File: config.mk
export PLATFORM = sky130hd
export DESIGN_NAME = waveform_minmax_decimator_unit
export DESIGN_NICKNAME = d
export VERILOG_FILES = /design/src/sv/wmd_pkg.sv /design/src/sv/wmd_emitter.sv /design/src/sv/waveform_minmax_decimator_unit.sv
export SDC_FILE = /design/constraint.sdc
export NUM_CORES = 2
export LEC_CHECK = 0
export ABC_CLOCK_PERIOD_IN_PS = 6980
export BUFFER_PORTS_ARGS = -buffer_cell sky130_fd_sc_hd__buf_4
export CAP_MARGIN = 20
export CELL_PAD_IN_SITES_DETAIL_PLACEMENT = 0
export CELL_PAD_IN_SITES_GLOBAL_PLACEMENT = 1
export CORE_ASPECT_RATIO = 0.9
export CORE_MARGIN = 2
export CORE_UTILIZATION = 45
export CTS_BUF_LIST = sky130_fd_sc_hd__clkbuf_16
export CTS_CLUSTER_SIZE = 25
export DETAILED_ROUTE_END_ITERATION = 7
export MAX_ROUTING_LAYER = met4
export PLACE_DENSITY = 0.85
export SLEW_MARGIN = 40
export SYNTH_ARGS = -nofsm -noshare
export SYNTH_HDL_FRONTEND = slang
export SYNTH_HIERARCHICAL = 1
export SYNTH_SLANG_ARGS = --single-unit
File: constraint.sdc
create_clock -name clk -period 6.98 [get_ports clk]
set_input_delay 0.349 -clock clk [delete_from_list [all_inputs] [get_ports clk]]
set_output_delay 0.349 -clock clk [all_outputs]
set_load 0.1 [all_outputs]
File: src/sv/wmd_pkg.sv
// Package for the waveform min/max decimator: register indexes, field widths,
// reset values and the capture bundle handed from the accumulator to the emitter.
// No dependencies.
package wmd_pkg;

  localparam int SPP_W      = 24;
  localparam int CC_W       = 4;
  localparam int NP_W       = 16;
  localparam int PIDX_W     = 16;
  localparam int CHANS_W    = 5;   // holds a channel count up to 16
  localparam int CFG_IDX_W  = 2;
  localparam int CFG_DATA_W = 24;

  localparam int DEF_MAX_CHANNELS = 8;
  localparam int DEF_SAMPLE_BITS  = 16;

  localparam logic [CFG_IDX_W-1:0] REG_SAMPLES_PER_POINT = 2'd0;
  localparam logic [CFG_IDX_W-1:0] REG_CHANNEL_COUNT     = 2'd1;
  localparam logic [CFG_IDX_W-1:0] REG_NUM_POINTS        = 2'd2;

  localparam logic [SPP_W-1:0] RST_SAMPLES_PER_POINT = 24'd1;
  localparam logic [CC_W-1:0]  RST_CHANNEL_COUNT     = 4'd2;
  localparam logic [NP_W-1:0]  RST_NUM_POINTS        = 16'd1024;

  typedef struct packed {
    logic               valid;
    logic [PIDX_W-1:0]  point_idx;
    logic [CHANS_W-1:0] chans;
  } wmd_cap_t;

endpackage

File: src/sv/wmd_emitter.sv
// Result bank and output register of the min/max decimator: holds one finished
// bucket and drains it as per-channel beats plus a final mixed beat.
// Depends on wmd_pkg.
module wmd_emitter #(
  parameter int MAX_CHANNELS = wmd_pkg::DEF_MAX_CHANNELS,
  parameter int SAMPLE_BITS  = wmd_pkg::DEF_SAMPLE_BITS,
  parameter int CH_W         = 3
) (
  input  logic                                    clk,
  input  logic                                    rst_n,
  input  wmd_pkg::wmd_cap_t                       cap,
  input  logic signed [SAMPLE_BITS-1:0]           cap_min [MAX_CHANNELS],
  input  logic        [SAMPLE_BITS-2:0]           cap_max [MAX_CHANNELS],
  output logic                                    busy,
  output logic                                    out_valid,
  input  logic                                    out_ready,
  output logic [wmd_pkg::PIDX_W-1:0]              out_point_index,
  output logic [CH_W-1:0]                         out_channel,
  output logic                                    out_is_mix,
  output logic signed [SAMPLE_BITS-1:0]           out_min_value,
  output logic [SAMPLE_BITS-2:0]                  out_max_value,
  output logic                                    out_last
);
  import wmd_pkg::*;

  logic                          busy_r;
  logic [CHANS_W-1:0]            idx_r;
  logic [CHANS_W-1:0]            chans_r;
  logic [PIDX_W-1:0]             pidx_r;
  logic signed [SAMPLE_BITS-1:0] snap_min_r [MAX_CHANNELS];
  logic [SAMPLE_BITS-2:0]        snap_max_r [MAX_CHANNELS];
  logic signed [SAMPLE_BITS-1:0] mix_min_r;
  logic [SAMPLE_BITS-2:0]        mix_max_r;

  logic                          out_valid_r;
  logic [PIDX_W-1:0]             out_pidx_r;
  logic [CH_W-1:0]               out_ch_r;
  logic                          out_mix_r;
  logic signed [SAMPLE_BITS-1:0] out_min_r;
  logic [SAMPLE_BITS-2:0]        out_max_r;

  logic                          load;
  logic                          mix_beat;
  logic [CH_W-1:0]               sel;
  logic signed [SAMPLE_BITS-1:0] cur_min;
  logic [SAMPLE_BITS-2:0]        cur_max;
  logic signed [SAMPLE_BITS-1:0] mix_min_nxt;
  logic [SAMPLE_BITS-2:0]        mix_max_nxt;

  assign load     = busy_r && (!out_valid_r || out_ready);
  assign mix_beat = (idx_r == chans_r);
  assign sel      = mix_beat ? '0 : idx_r[CH_W-1:0];
  assign cur_min  = snap_min_r[sel];
  assign cur_max  = snap_max_r[sel];

  assign mix_min_nxt = (cur_min < mix_min_r) ? cur_min : mix_min_r;
  assign mix_max_nxt = (cur_max > mix_max_r) ? cur_max : mix_max_r;

  always_ff @(posedge clk) begin
    if (!rst_n) begin
      busy_r      <= 1'b0;
      idx_r       <= '0;
      out_valid_r <= 1'b0;
    end else begin
      if (cap.valid) begin
        busy_r <= 1'b1;
        idx_r  <= '0;
      end else if (load) begin
        if (mix_beat) begin
          busy_r <= 1'b0;
        end else begin
          idx_r <= idx_r + 1'b1;
        end
      end
      if (load) begin
        out_valid_r <= 1'b1;
      end else if (out_ready) begin
        out_valid_r <= 1'b0;
      end
    end
  end

  // Bank and output payload carry no reset.
  always_ff @(posedge clk) begin
    if (cap.valid) begin
      chans_r    <= cap.chans;
      pidx_r     <= cap.point_idx;
      snap_min_r <= cap_min;
      snap_max_r <= cap_max;
      mix_min_r  <= '0;
      mix_max_r  <= '0;
    end else if (load && !mix_beat) begin
      mix_min_r <= mix_min_nxt;
      mix_max_r <= mix_max_nxt;
    end
    if (load) begin
      out_pidx_r <= pidx_r;
      if (mix_beat) begin
        out_ch_r  <= '0;
        out_mix_r <= 1'b1;
        out_min_r <= mix_min_r;
        out_max_r <= mix_max_r;
      end else begin
        out_ch_r  <= idx_r[CH_W-1:0];
        out_mix_r <= 1'b0;
        out_min_r <= cur_min;
        out_max_r <= cur_max;
      end
    end
  end

  assign busy            = busy_r;
  assign out_valid       = out_valid_r;
  assign out_point_index = out_pidx_r;
  assign out_channel     = out_ch_r;
  assign out_is_mix      = out_mix_r;
  assign out_min_value   = out_min_r;
  assign out_max_value   = out_max_r;
  assign out_last        = out_mix_r;

endmodule

File: src/sv/waveform_minmax_decimator_unit.sv
// Top level of the waveform min/max decimator: configuration registers, per-channel
// running min/max accumulators and bucket counters; drains through wmd_emitter.
// Depends on wmd_pkg and wmd_emitter.
//
// Takes one interleaved Q1.15 sample per cycle while in_ready is high and folds
// it into its channel's running min/max in the same cycle. The sample that ends
// a bucket copies all channels into a result bank, which then sends channel_count
// per-channel beats and one mixed beat (last = 1), one beat per cycle while
// out_ready is high. Accumulation of the next bucket runs while the bank drains;
// only the sample that ends a bucket waits (in_ready low) if the bank still holds
// the previous bucket. The bank frees when its mixed beat is loaded into the
// output register. After num_points buckets all samples are accepted and dropped
// until reset.
module waveform_minmax_decimator_unit #(
  parameter int MAX_CHANNELS = wmd_pkg::DEF_MAX_CHANNELS,
  parameter int SAMPLE_BITS  = wmd_pkg::DEF_SAMPLE_BITS,
  parameter int CH_W         = (MAX_CHANNELS > 1) ? $clog2(MAX_CHANNELS) : 1
) (
  input  logic                              clk,
  input  logic                              rst_n,
  input  logic                              cfg_we,
  input  logic [wmd_pkg::CFG_IDX_W-1:0]     cfg_index,
  input  logic [wmd_pkg::CFG_DATA_W-1:0]    cfg_wdata,
  input  logic                              in_valid,
  output logic                              in_ready,
  input  logic signed [SAMPLE_BITS-1:0]     in_sample,
  output logic                              out_valid,
  input  logic                              out_ready,
  output logic [wmd_pkg::PIDX_W-1:0]        out_point_index,
  output logic [CH_W-1:0]                   out_channel,
  output logic                              out_is_mix,
  output logic signed [SAMPLE_BITS-1:0]     out_min_value,
  output logic [SAMPLE_BITS-2:0]            out_max_value,
  output logic                              out_last
);
  import wmd_pkg::*;

  localparam logic [CHANS_W-1:0] MAX_CH_V = CHANS_W'(MAX_CHANNELS);

  logic [SPP_W-1:0] spp_r;
  logic [CC_W-1:0]  cc_r;
  logic [NP_W-1:0]  np_r;

  logic signed [SAMPLE_BITS-1:0] acc_min_r   [MAX_CHANNELS];
  logic [SAMPLE_BITS-2:0]        acc_max_r   [MAX_CHANNELS];
  logic signed [SAMPLE_BITS-1:0] acc_min_nxt [MAX_CHANNELS];
  logic [SAMPLE_BITS-2:0]        acc_max_nxt [MAX_CHANNELS];
  logic [SPP_W-1:0]              frame_cnt_r;
  logic [CH_W-1:0]               ch_r;
  logic [PIDX_W-1:0]             point_cnt_r;
  logic [PIDX_W-1:0]             point_cnt_nxt;
  logic                          finished_r;

  logic [CHANS_W-1:0] cc_ext;
  logic [CHANS_W-1:0] chans_eff;
  logic [CHANS_W-1:0] last_ch;
  logic [CHANS_W-1:0] ch_ext;
  logic [CHANS_W-1:0] ch_sel;
  logic [CH_W-1:0]    ch_idx;
  logic [SPP_W-1:0]   spp_eff;
  logic               frame_end;
  logic               frame_last_ch;
  logic               done;
  logic               bucket_end;
  logic               accept;
  logic               take;
  logic               emit_busy;
  wmd_cap_t           cap;

  // Clamp configuration to usable ranges.
  assign cc_ext    = CHANS_W'(cc_r);
  assign chans_eff = (cc_ext == '0) ? CHANS_W'(1) :
                     (cc_ext > MAX_CH_V) ? MAX_CH_V : cc_ext;
  assign last_ch   = chans_eff - 1'b1;
  assign ch_ext    = CHANS_W'(ch_r);
  assign ch_sel    = (ch_ext >= chans_eff) ? last_ch : ch_ext;
  assign ch_idx    = ch_sel[CH_W-1:0];
  assign spp_eff   = (spp_r == '0) ? SPP_W'(1) : spp_r;

  assign frame_last_ch = (ch_sel == last_ch);
  assign frame_end     = ({1'b0, frame_cnt_r} + (SPP_W+1)'(1)) >= {1'b0, spp_eff};
  assign done          = finished_r || (point_cnt_r >= np_r);
  assign bucket_end    = !done && frame_last_ch && frame_end;

  // Hold only the bucket-ending sample while the bank is still draining.
  assign in_ready = !(bucket_end && emit_busy);
  assign accept   = in_valid && in_ready;
  assign take     = accept && !done;

  assign point_cnt_nxt = point_cnt_r + 1'b1;

  always_comb begin
    for (int i = 0; i < MAX_CHANNELS; i++) begin
      acc_min_nxt[i] = acc_min_r[i];
      acc_max_nxt[i] = acc_max_r[i];
      if (CH_W'(i) == ch_idx) begin
        if (in_sample < acc_min_r[i]) begin
          acc_min_nxt[i] = in_sample;
        end
        if (in_sample > $signed({1'b0, acc_max_r[i]})) begin
          acc_max_nxt[i] = in_sample[SAMPLE_BITS-2:0];
        end
      end
    end
  end

  always_ff @(posedge clk) begin
    if (!rst_n) begin
      spp_r       <= RST_SAMPLES_PER_POINT;
      cc_r        <= RST_CHANNEL_COUNT;
      np_r        <= RST_NUM_POINTS;
      frame_cnt_r <= '0;
      ch_r        <= '0;
      point_cnt_r <= '0;
      finished_r  <= 1'b0;
      for (int i = 0; i < MAX_CHANNELS; i++) begin
        acc_min_r[i] <= '0;
        acc_max_r[i] <= '0;
      end
    end else begin
      if (cfg_we) begin
        case (cfg_index)
          REG_SAMPLES_PER_POINT: spp_r <= cfg_wdata[SPP_W-1:0];
          REG_CHANNEL_COUNT:     cc_r  <= cfg_wdata[CC_W-1:0];
          REG_NUM_POINTS:        np_r  <= cfg_wdata[NP_W-1:0];
          default: ;
        endcase
      end
      if (take) begin
        if (!frame_last_ch) begin
          ch_r <= CH_W'(ch_sel + 1'b1);
        end else begin
          ch_r <= '0;
        end
        if (bucket_end) begin
          frame_cnt_r <= '0;
          point_cnt_r <= point_cnt_nxt;
          if ((point_cnt_nxt >= np_r) || (point_cnt_nxt == '0)) begin
            finished_r <= 1'b1;
          end
          for (int i = 0; i < MAX_CHANNELS; i++) begin
            acc_min_r[i] <= '0;
            acc_max_r[i] <= '0;
          end
        end else begin
          if (frame_last_ch) begin
            frame_cnt_r <= frame_cnt_r + 1'b1;
          end
          acc_min_r <= acc_min_nxt;
          acc_max_r <= acc_max_nxt;
        end
      end
    end
  end

  assign cap.valid     = take && bucket_end;
  assign cap.point_idx = point_cnt_r;
  assign cap.chans     = chans_eff;

  wmd_emitter #(
    .MAX_CHANNELS (MAX_CHANNELS),
    .SAMPLE_BITS  (SAMPLE_BITS),
    .CH_W         (CH_W)
  ) u_emitter (
    .clk             (clk),
    .rst_n           (rst_n),
    .cap             (cap),
    .cap_min         (acc_min_nxt),
    .cap_max         (acc_max_nxt),
    .busy            (emit_busy),
    .out_valid       (out_valid),
    .out_ready       (out_ready),
    .out_point_index (out_point_index),
    .out_channel     (out_channel),
    .out_is_mix      (out_is_mix),
    .out_min_value   (out_min_value),
    .out_max_value   (out_max_value),
    .out_last        (out_last)
  );

  a_no_overrun: assert property (@(posedge clk) disable iff (!rst_n)
    cap.valid |-> !emit_busy)
    else $error("bucket captured while result bank still draining");

  a_capture_starts_drain: assert property (@(posedge clk) disable iff (!rst_n)
    cap.valid |=> emit_busy)
    else $error("result bank not busy after capture");

  a_no_capture_when_done: assert property (@(posedge clk) disable iff (!rst_n)
    finished_r |-> !cap.valid)
    else $error("bucket captured after point limit");

  a_mix_beat_shape: assert property (@(posedge clk) disable iff (!rst_n)
    (out_valid && out_is_mix) |-> (out_last && (out_channel == '0) &&
                                   (out_min_value <= 0)))
    else $error("mixed beat malformed");

endmodule
After elaboration in Yosys (flattened, before gate mapping)
Cells that the tools add are included.

operators by class
  add/subtract/negate cells = 6
  magnitude comparators = 24
  equality and inequality tests = 11
  mux-type cells = 56
  bitwise operators = 3
  reduce and logical (&&, ||, !) cells = 35

operators with widths
  cell                     number
  $mux W16                 19
  $mux W15                 19
  $lt A16 B16 Y1           9
  $gt A16 B16 Y1           8
  $mux W128                1
  $mux W120                1
  $mux W24                 3
  $bmux W16 S3             1
  $bmux W15 S3             1
  $ge A16 B16 Y1           2
  $add A24 B1 Y25 const B  1
  $ge A25 B24 Y1           1
  $add A24 B1 Y24 const B  1
  $logic_not A24 Y1        1
  $reduce_and A2 Y1        9
  $add A16 B1 Y16 const B  1
  $logic_not A16 Y1        1
  $gt A15 B15 Y1           1
  $eq A3 B3 Y1 const A     4
  $eq A5 B5 Y1             2
  $logic_and A1 B1 Y1      8
  $mux W4                  2
  $reduce_bool A2 Y1       4
  $eq A2 B3 Y1 const A     2
  other kinds (21)         33

word-level totals
  bits in registers = 694
  output and inout bits = 54
  logic and storage cells = 186

Logic depth before layout (Yosys ltp)
  word-level depth = 15
  gate-level depth with buffers = 19
  gate-level depth less buffers = 17

Cells and area by module
Netlist, hierarchy kept.

by module, submodules not included
  module                          times used  cells each  area each (sq um)  seq. area each (sq um)
  waveform_minmax_decimator_unit  1           3096        24093.1            6726.5
  wmd_emitter                     1           952         14726.6            10369.9

Least setup slack after synthesis
OpenSTA, ideal clock, no wires.

  path type = register -> register
  start = reg frame_cnt_r[0]
  end = reg u_emitter.mix_max_r[0]
  library setup time = 0.134 ns
  arrival = 7.035 ns
  required time = 6.846 ns
  path slack = -0.188 ns
  cell stages (with the launch flop) = 19
  path buffers = 3
  cell sequence = dfxtp_1 ha_1 nand4_2 nor4_4 nand3_2 o21ai_0 nand2_1 ha_1 nand3_1 nor4_1 nand2_1 a21oi_1 or3_1 nand2_1 inv_1 buf_2 buf_1 clkbuf_1 a21oi_1

RTL lines
  what                    line                                   RTL
  from (decl)             waveform_minmax_decimator_unit.sv:48   logic [SPP_W-1:0] frame_cnt_r;
  from (signal assigned)  waveform_minmax_decimator_unit.sv:147  frame_cnt_r <= frame_cnt_r + 1'b1;
  to (signal assigned)    wmd_emitter.sv:94                      mix_max_r <= mix_max_nxt;
  to (decl)               wmd_emitter.sv:33                      logic [SAMPLE_BITS-2:0] mix_max_r;

Final worst setup path
  start = reg frame_cnt_r[0]
  end = reg acc_max_r[28] in the netlist's numbering

on the way
  longest elaborated chain between the ends = 7
  elaborated cells on any way between the ends = 8
  those cells by class = add/sub: 1; order compare: 1; mux: 1; reduce/logical: 5

ends and longest elaborated chain
  what                   line                                   RTL
  $add A24 B1 Y25 *      waveform_minmax_decimator_unit.sv:81   assign frame_end = ({1'b0, frame_cnt_r} + (SPP_W+1)'(1)) >= {1'b0, spp_eff};
  $ge A25 B24 Y1 *       waveform_minmax_decimator_unit.sv:81
  $logic_and A1 B1 Y1 *  waveform_minmax_decimator_unit.sv:83   assign bucket_end = !done && frame_last_ch && frame_end;
  $logic_and A1 B1 Y1    waveform_minmax_decimator_unit.sv:86   assign in_ready = !(bucket_end && emit_busy);
  $logic_not A1 Y1       waveform_minmax_decimator_unit.sv:86
  $logic_and A1 B1 Y1    waveform_minmax_decimator_unit.sv:87   assign accept = in_valid && in_ready;
  $logic_and A1 B1 Y1    waveform_minmax_decimator_unit.sv:88   assign take = accept && !done;
  to (signal assigned)   waveform_minmax_decimator_unit.sv:150  acc_max_r <= acc_max_nxt;
  to (decl)              waveform_minmax_decimator_unit.sv:45   logic [SAMPLE_BITS-2:0] acc_max_r [MAX_CHANNELS];

Mark *: on every way between the ends. The rest lies on a longest branch, timed or not.
A chain may end at the register's enable or synchronous reset.

==> flow_metrics.py <==
metrics = {
    "status": {
        "status": "finished clean",
    },
    "worst_setup_path": {
        "critPathSlowestCell": "buf_4",
        "cpMostUsedCell": "ha_1",
        "arrival_ps": 6260,
        "cp-end-kind": "flip-flop",
        "worstSetupPathType": "reg -> reg",
        "path_cells": "ha_1 -> nand4_2 -> nor4_4 -> nand3_2 -> or3_1 -> nand2_1 -> ha_1 -> a21o_1 -> a221oi_1 -> o211ai_1 -> o31a_1 -> nor2_4 -> buf_4 -> nand4_1 -> o311ai_0",
        "critPathLaunchType": "flip-flop",
        "cp.buffers_inverters": 1,
        "critPathRequiredTime_ps": 7490,
        "cpPeakStageDelay_ps": 780,
        "worst-path-max-fanout": 73,
        "path_delay_family": "simple AND/OR/NAND/NOR gates",
    },
    "place": {
        "gp_congestion": 0.8961,
        "dp_cells": 5083,
        "port_buffers": 100,
        "dpl.hpwl_um": 76770,
    },
    "logic_synthesis": {
        "ys_seq_area_frac": 0.4404,
        "ys_warn_count": 6,
        "ys_types": 101,
        "synth_edf_count": 320,
        "syn_avg_cell_area_um2": 9.590,
        "synthArstFlopShare": 0,
        "syn-num-nets": 4434,
        "mappedNetlistArea_um2": 38820,
        "synth_seq_cells": 694,
        "synth-main-ff-cell": "dfxtp_1",
        "synthCells": 4048,
    },
    "timing": {
        "relSlewSlack": 0.4413,
        "clock_skew_ps": 28.88,
        "tns_ps": 0,
        "clock.fmax_mhz": 173.8,
        "rsz0062_at_grt": "false",
        "timing.final.crit_share": 0.8242,
        "setup_viol": 0,
        "slew_violations": 0,
        "min_period_ps": 5753,
        "finalHoldViolCount": 0,
        "worstMarginPinSlew_ps": 838.1,
    },
    "finish": {
        "multi_input_area_um2": 19230,
        "seq_area_um2": 17100,
        "nFillCells": 7796,
        "area_delta_synth_final_pct": 11.18,
        "final_cells": 5254,
        "drive_gt1_frac": 0.1252,
        "final_common_cell": "nand2_1",
        "final_cell_mix": "nand2_1 (429), dfxtp_1 (374), inv_1 (351), ha_1 (339), edfxtp_1 (320)",
        "finalNetCount": 4430,
    },
    "floorplan": {
        "io_pins": 101,
        "die_w_um": 313.6,
        "rows": 102,
        "dieArea_um2": 88640,
        "start_util": 0.4526,
        "fp.dieH_um": 282.6,
        "coreArea_um2": 85760,
    },
    "cts": {
        "clockBufferDepth": 3,
        "post-cts-setup-buffer-count": 0,
        "cts_tree": "built",
        "h-tree-depth": 3,
        "cts_root_buf": "clkbuf_16",
        "numClockSinks": 694,
        "numCtsBuffers": 78,
        "clkTransAtPathRegs_ps": 60,
        "clkLatencyLatePin_ps": 640,
    },
    "grt": {
        "grt_pass1_vias": 28789,
        "grt_use_total": 0.2602,
        "grt_max_degree": 95,
        "grt-ovfl-total": 0,
        "antenna_found_initial": 3,
        "grt_pass1_wl_um": 173100,
    },
    "detailed_routing": {
        "wl_per_cell_um": 21.67,
        "drc": 0,
        "vias_per_cell": 5.930,
        "drt_iter0_markers": 3350,
        "vias": 31158,
        "drt_pass1_iterations": 6,
        "postRouteAntennaNets": 0,
        "finalWirelength_um": 113900,
    },
    "worst_hold_path": {
        "hp-class": "in -> reg",
    },
    "power": {
        "power.leakage_nw": 15.42,
        "vdd_drop_max_mv": 0.1757,
        "power_density_nw_per_um2": 272.4,
    },
    "run": {
        "maxCapViolations": 0,
    },
}
[synthesized netlist by cell type, types with 36 or more instances]
cell type	n	area [um2]
a21o_1	36	270.3
a21oi_1	249	1246
a22o_1	62	543.0
a22oi_1	48	360.4
a31oi_1	38	237.7
buf_2	65	325.3
clkbuf_1	195	732.0
dfxtp_1	374	7487
edfxtp_1	320	9609
ha_1	339	4242
inv_1	335	1257
mux2_2	110	1239
mux2i_1	84	840.8
nand2_1	431	1618
nand3_1	238	1191
nand4_1	124	775.7
nor2_1	184	690.7
o21ai_0	222	1111
o311ai_0	76	665.6
[registers in the layout (all words and copies together) (netlist names), 24 cells and up]
| register | flops |
|---|---|
| acc_min_r | 128 |
| u_emitter/snap_min_r | 128 |
| acc_max_r | 120 |
| u_emitter/snap_max_r | 120 |
| frame_cnt_r | 24 |
| spp_r | 24 |
[worst reg2reg max path: cells and delay by family, from the launching register on]
kind / cells / cell delay (ps)
AO/OA/AOI/OAI: 5 / 1500
AND/OR/NAND/NOR: 7 / 2360
adder cells (fa/ha/maj): 2 / 540
buffers and inverters: 1 / 800
flip-flops: 1 / 420
[stage by stage]
| step | hold slack [ps] | setup slack (ps) | instance area [um2] | power, mW | utilization |
|---|---|---|---|---|---|
| floorplan | 400.3 | 1182 | 38820 | 6.912 | - |
| detailed placement | 404.5 | 1365 | 40480 | 7.846 | 0.4720 |
| CTS | 59.77 | 1274 | 43130 | 11.74 | 0.5028 |
| global route | 100.8 | 817.0 | 43160 | 12.27 | 0.5032 |
| global placement | 400.7 | 1501 | 40400 | 7.787 | 0.4710 |
| finish | 77.65 | 1227 | 43160 | 11.76 | 0.5033 |
[power breakdown]
group / total (mW) / switching, mW / internal (mW)
clock network: 3.92 / 1.75 / 2.17
registers: 4.88 / 0.168 / 4.71
logic: 2.96 / 2.10 / 0.865
[routing by layer]
layer | vias to the layer above | part of all wire | track usage
li1 | 14842 | - | -
met1 | 14891 | 0.45 | 0.3520
met2 | 1178 | 0.43 | 0.3763
met3 | 247 | 0.090 | 0.06136
met4 | 0 | 0.036 | 0.09925
met5 | - | 0 | -
[cell families after synthesis]
group / count (synthesis) / share of synthesized area
AND/OR/NAND/NOR: 1160 / 0.1424
other: 1 / 0.00009660
multiplexers: 198 / 0.05566
buffers and inverters: 630 / 0.06682
XOR/XNOR: 55 / 0.01299
adder cells (fa/ha/maj): 339 / 0.1093
AO/OA/AOI/OAI: 971 / 0.1723
flip-flops: 694 / 0.4404
[worst paths after layout]
kind	depth (start not counted)	from	to	slack, ps
hold reg to reg	0	u_emitter/pidx_r[7]$_DFFE_PP_	u_emitter/out_point_index[7]$_DFFE_PP_	410
setup reg to reg	15	frame_cnt_r[0]$_SDFFE_PN0P_	acc_max_r[28]$_SDFFE_PN0P_	1230
setup / recovery	15	frame_cnt_r[0]$_SDFFE_PN0P_	acc_max_r[28]$_SDFFE_PN0P_	1230
hold / removal	3	out_ready	u_emitter/out_valid$_SDFFE_PN0P_	80
[cell type report]
cell class	instances	share of cell area
Sequential cell	694	0.3961
Inverter	339	0.02977
Tap cell	1144	0.03316
Timing Repair Buffer	207	0.03942
Antenna cell	3	0.0001739
Clock buffer	80	0.04638
Multi-Input combinational cell	2724	0.4456
Clock inverter	63	0.009392
[timing repair]
action	in CTS	in global routing
endpoints found under the hold margin	43	0
resized for setup	0	0
hold buffers	24	0
Note: power is estimated with default switching activity, not from simulation.
